`config.mk`:
```
export PLATFORM = sky130hd
export DESIGN_NAME = rsi_isqrt
export DESIGN_NICKNAME = d
export VERILOG_FILES = /design/src/design/rsi_isqrt.sv
export SDC_FILE = /design/constraint.sdc
export NUM_CORES = 2
export LEC_CHECK = 0
export BUFFER_PORTS_ARGS = -buffer_cell sky130_fd_sc_hd__buf_2
export CAP_MARGIN = 25
export CORE_UTILIZATION = 60
export DETAILED_ROUTE_END_ITERATION = 16
export PLACE_DENSITY = 0.87
export SLEW_MARGIN = 20
export SYNTH_ARGS = -nofsm -noshare
export SYNTH_HDL_FRONTEND = slang
export SYNTH_SLANG_ARGS = --single-unit
```
`constraint.sdc`:
```
create_clock -name clk -period 10.6 [get_ports clk]
set_clock_uncertainty 0.2 [all_clocks]
set_input_delay 2.65 -clock clk [delete_from_list [all_inputs] [get_ports clk]]
set_output_delay 2.65 -clock clk [all_outputs]
set_load 0.01 [all_outputs]
```
`src/design/rsi_isqrt.sv`:
```
module rsi_isqrt #(
  parameter int IN_W   = 62,
  parameter int SIDE_W = 1
) (
  input  logic                clk,
  input  logic                rst_n,
  input  logic                en,
  input  logic                in_valid,
  input  logic [IN_W-1:0]     in_radicand,
  input  logic [SIDE_W-1:0]   in_side,
  output logic                out_valid,
  output logic [IN_W/2-1:0]   out_root,
  output logic [SIDE_W-1:0]   out_side
);

  localparam int ROOT_W = IN_W / 2;

  // One result bit per stage, restoring digit-by-digit method.
  logic              v_r    [ROOT_W];
  logic [ROOT_W:0]   rem_r  [ROOT_W];
  logic [ROOT_W-1:0] q_r    [ROOT_W];
  logic [IN_W-1:0]   n_r    [ROOT_W];
  logic [SIDE_W-1:0] side_r [ROOT_W];

  genvar k;
  generate
    for (k = 0; k < ROOT_W; k++) begin : g_stage
      logic              v_in;
      logic [ROOT_W:0]   rem_in;
      logic [ROOT_W-1:0] q_in;
      logic [IN_W-1:0]   n_in;
      logic [SIDE_W-1:0] side_in;
      logic [ROOT_W+2:0] rem_sh;
      logic [ROOT_W+2:0] trial;
      logic              ge;
      logic [ROOT_W:0]   rem_nxt;
      logic [ROOT_W-1:0] q_nxt;

      if (k == 0) begin : g_first
        assign v_in    = in_valid;
        assign rem_in  = '0;
        assign q_in    = '0;
        assign n_in    = in_radicand;
        assign side_in = in_side;
      end else begin : g_next
        assign v_in    = v_r[k-1];
        assign rem_in  = rem_r[k-1];
        assign q_in    = q_r[k-1];
        assign n_in    = n_r[k-1];
        assign side_in = side_r[k-1];
      end

      always_comb begin
        rem_sh  = {rem_in, n_in[IN_W-1 -: 2]};
        trial   = {1'b0, q_in, 2'b01};
        ge      = (rem_sh >= trial);
        rem_nxt = ge ? (ROOT_W+1)'(rem_sh - trial) : rem_sh[ROOT_W:0];
        q_nxt   = {q_in[ROOT_W-2:0], ge};
      end

      always_ff @(posedge clk) begin
        if (!rst_n) begin
          v_r[k] <= 1'b0;
        end else if (en) begin
          v_r[k] <= v_in;
        end
        if (en) begin
          rem_r[k]  <= rem_nxt;
          q_r[k]    <= q_nxt;
          n_r[k]    <= {n_in[IN_W-3:0], 2'b00};
          side_r[k] <= side_in;
        end
      end
    end
  endgenerate

  assign out_valid = v_r[ROOT_W-1];
  assign out_root  = q_r[ROOT_W-1];
  assign out_side  = side_r[ROOT_W-1];

endmodule

```
==> results.txt <==
Pre-Repair DR Iteration Count: 7
Fin nets: 9249
Most common cell after layout, fill and taps aside: edfxtp_1
Maximum fanout along the worst path: 47
Met2 routed WL: 112500 µm
Setup CP Type: register to register
Syn. warnings: 0
H-Tree Depth: 4
Initial Util: 60.45%
Num ports: 100
Crit. End Element: register
Crit-path max cell delay: 690 ps
DP Wirelength: 148900 µm
Synth Cell Area: 0.1108 mm²
CTS tree: done
Routed Antenna Nets: 0
Area growth syn-to-layout: 10.12%
Number of port buffers: 99
Most numerous cell on the critical path: o31ai_1
Total die area: 0.1864 mm²
Hold_sp: n_r[0][564]
Initial drt markers: 5734
Slowest stage cell, crit path: a221oi_1
Drt total wl: 218600 µm
Crit path required time: 11000 ps
Final Hold Slack: 196.8 ps
Min-Delay Path Depth: 0
Row cnt: 157
Max VDD drop: 0.1833 mV
Arr. time, crit path: 5310 ps
Buf/Inv on CP: 3
Fmax: 203.8 MHz
# DRC: 0
Top_reg_cell synth: edfxtp_1
# hold bufs at CTS: 0
Slew @ Worst Pin: 1213 ps
#FFs+latches synth: 2402
Leak: 46.47 nW
Post-Route Setup TNS: 0 ps
Final min period: 4907 ps
Sequential share of the synthesized area: 65.09%
Final Hold Viols: 0
Clock insertion delay at the later pin of the skew report: 880 ps
Cell family with most CP delay: compound AO/OA/AOI/OAI gates
R2r startpoint: q_r[1][341]
Max cap viols: 0
Fin. max-slew vios: 0
First-pass GRT wire length: 344700 µm
CP Cell Sequence: inv_1, ha_1, nor2b_1, o31ai_1, a21oi_1, a221oi_1, o31ai_1, a311oi_1, o31a_1, buf_4, inv_2, mux2_2
Net switching power: 0.007453 W
Avg Inst Size Synth: 13.14 µm²
Clock network power share: 31.2%
Comb pwr share: 20.4%
Worst r2r dst: rem_r[1][395]
WL met1: 86900 µm
Routability congestion estimate: 0.9426
Antenna violations before repair: 2
Vias in the first global route: 65936
Seq pwr share: 48.4%
R2R depth: 12
Core ar.: 0.1833 mm²
Crit share post-route: 46.29%
Total grt overflow: 0
Per-cell routed wire length: 19.33 µm
Largest net degree at the start of global routing: 189
Status: complete, no violations
Post-Syn Instances: 8429
Pwr Density: 217.0 mW/mm²
Global Route Usage Sum: 23.12%
Reg2reg setup slack: 5690 ps
Die H: 431.7 µm
RSZ-0062 raised after global routing: no
Clk sinks: 2402
Slew headroom: 19.14%
Highest routed layer: met5
Async set-or-reset flop fraction in the synthesized netlist: 0%
Commonest non-fill, non-tap cells in the layout: 2401 x edfxtp_1, 660 x inv_1, 558 x a21oi_1
Wire length on met3: 10640 µm
Synth unique cells: 100
Post_cts resized: 0
Sw frac: 28.16%
Share of layout cells above drive strength 1: 7.088%
Reg clk slew, reported paths: 70 ps
Num CTS Buffers: 229
CTS root buf: clkbuf_16
Hold Path End: n_r[0][626]
Clock Path Buffers: 3
Fillers: 12166
CP Launch Type: register
Number of synthesized flops with an enable pin: 2401
Via count: 66893
Cell-internal power: 0.01902 W
Syn_nets: 9024
Vias per cell: 5.913
Die Wd: 431.7 µm
Worst Hold Class: register to register
# Post-CTS Setup Buffers: 0
Final setup violation count: 0
## worst register-to-register path, delay by kind of cell (launching register included)
kind | cells | cell delay (ps)
DFF | 1 | 420
adders and majority gates | 1 | 280
muxes | 1 | 300
and+or+nand+nor | 1 | 190
AOI/OAI and AO/OA | 6 | 2530
buffers and inverters | 3 | 720
## area by class of cell
| type | instances | area, µm² | share of cell area, % |
|---|---|---|---|
| Antenna cell | 2 | 5.005 | 0.004102 |
| Inverter | 671 | 2521 | 2.066 |
| Clock inverter | 142 | 1659 | 1.360 |
| Sequential cell | 2402 | 72120 | 59.11 |
| Timing Repair Buffer | 140 | 983.4 | 0.8060 |
| Tap cell | 2464 | 3083 | 2.527 |
| Multi-Input combinational cell | 5210 | 35650 | 29.22 |
| Clock buffer | 281 | 5988 | 4.908 |
## metal layers
metal	vias to the layer above	GRT usage, %
met4	4	9.214
met5	-	0
li1	31693	-
met2	2244	41.30
met3	587	3.414
met1	32365	28.11
## power groups by stage
stage / sequential [W] / combinational, W / clock, W
2_1_floorplan: 0.0126 / 0.00401 / 0
3_3_place_gp: 0.0130 / 0.00507 / 0
3_5_place_dp: 0.0130 / 0.00524 / 0
4_1_cts: 0.0128 / 0.00532 / 0.00844
5_1_grt: 0.0129 / 0.00594 / 0.00878
6_report: 0.0128 / 0.00539 / 0.00826
## logic make-up after synthesis
group                    synth area share, %
XOR/XNOR                               6.166
adder cells (fa/ha/maj)                5.962
AND/OR/NAND/NOR                        9.675
other                               0.003385
flip-flops                             65.09
buffers and inverters                  2.786
multiplexers                           1.232
AO/OA/AOI/OAI                          9.085
## registers in the layout (all words and copies together) (netlist names)
name    count
n_r       930
rem_r     914
side_r     31
q_r       496
v_r        31
## worst max-delay path by stage
stage / startpoint / end / slack, ps / cells past startpoint
floorplan: en / v_r[0] / 6590 / 1
global placement: en / rem_r[1][313] / 5080 / 3
detailed placement: en / rem_r[1][315] / 4950 / 3
CTS: q_r[1][341] / rem_r[1][395] / 5810 / 12
global route: q_r[1][341] / rem_r[1][395] / 5290 / 12
finish: q_r[1][341] / rem_r[1][395] / 5690 / 12
## synthesized netlist by cell type (10+ instances only)
library cell  count  share of area, %
nor3b_1          21              0.14
nor4_1          109              0.62
buf_2            14             0.063
o41ai_1          22              0.17
o31a_1           11             0.087
o211ai_1         38              0.26
o21a_1           72              0.49
ha_1            528               6.0
nand2b_1        118              0.67
and3_1           65              0.37
and2_1           25              0.14
or2_2            28              0.16
a31oi_1          43              0.24
mux2_2           67              0.68
inv_1           660               2.2
nor4b_1          10             0.079
a211o_1          13              0.10
nand4_1          93              0.53
nor3_1          184              0.83
edfxtp_1       2401                65
nand3b_1         26              0.18
nor2_1          532               1.8
clkbuf_1        123              0.42
xnor2_1         432               3.4
mux2_1           40              0.41
nor2b_1          75              0.42
o21ai_1          44              0.20
xor2_1          348               2.8
o31ai_1          56              0.38
nand3_1         132              0.60
a211oi_1         35              0.24
a21oi_1         559               2.5
or3_1            76              0.43
a21boi_0         16              0.11
o21bai_1         42              0.28
o21ai_0         367               1.7
mux2i_1          16              0.14
or4_1            49              0.33
a2111oi_0        13              0.10
nand2_1         535               1.8
a21o_1          184               1.2
a41oi_1          14              0.11
## metrics by stage
stage          instances  power [W]  cell area, µm²  utilization (%)  setup WS, ps
3_5_place_dp       10884    0.01824          114300            62.37          4955
6_report           11312    0.02647          122000            66.57          5693
3_3_place_gp       10882    0.01803          114300            62.35          5084
4_1_cts            11307    0.02658          121900            66.54          5815
2_1_floorplan       8429    0.01664          110800                -          6592
5_1_grt            11310    0.02763          122000            66.57          5288
No activity file was read; power rests on OpenSTA's default activity.
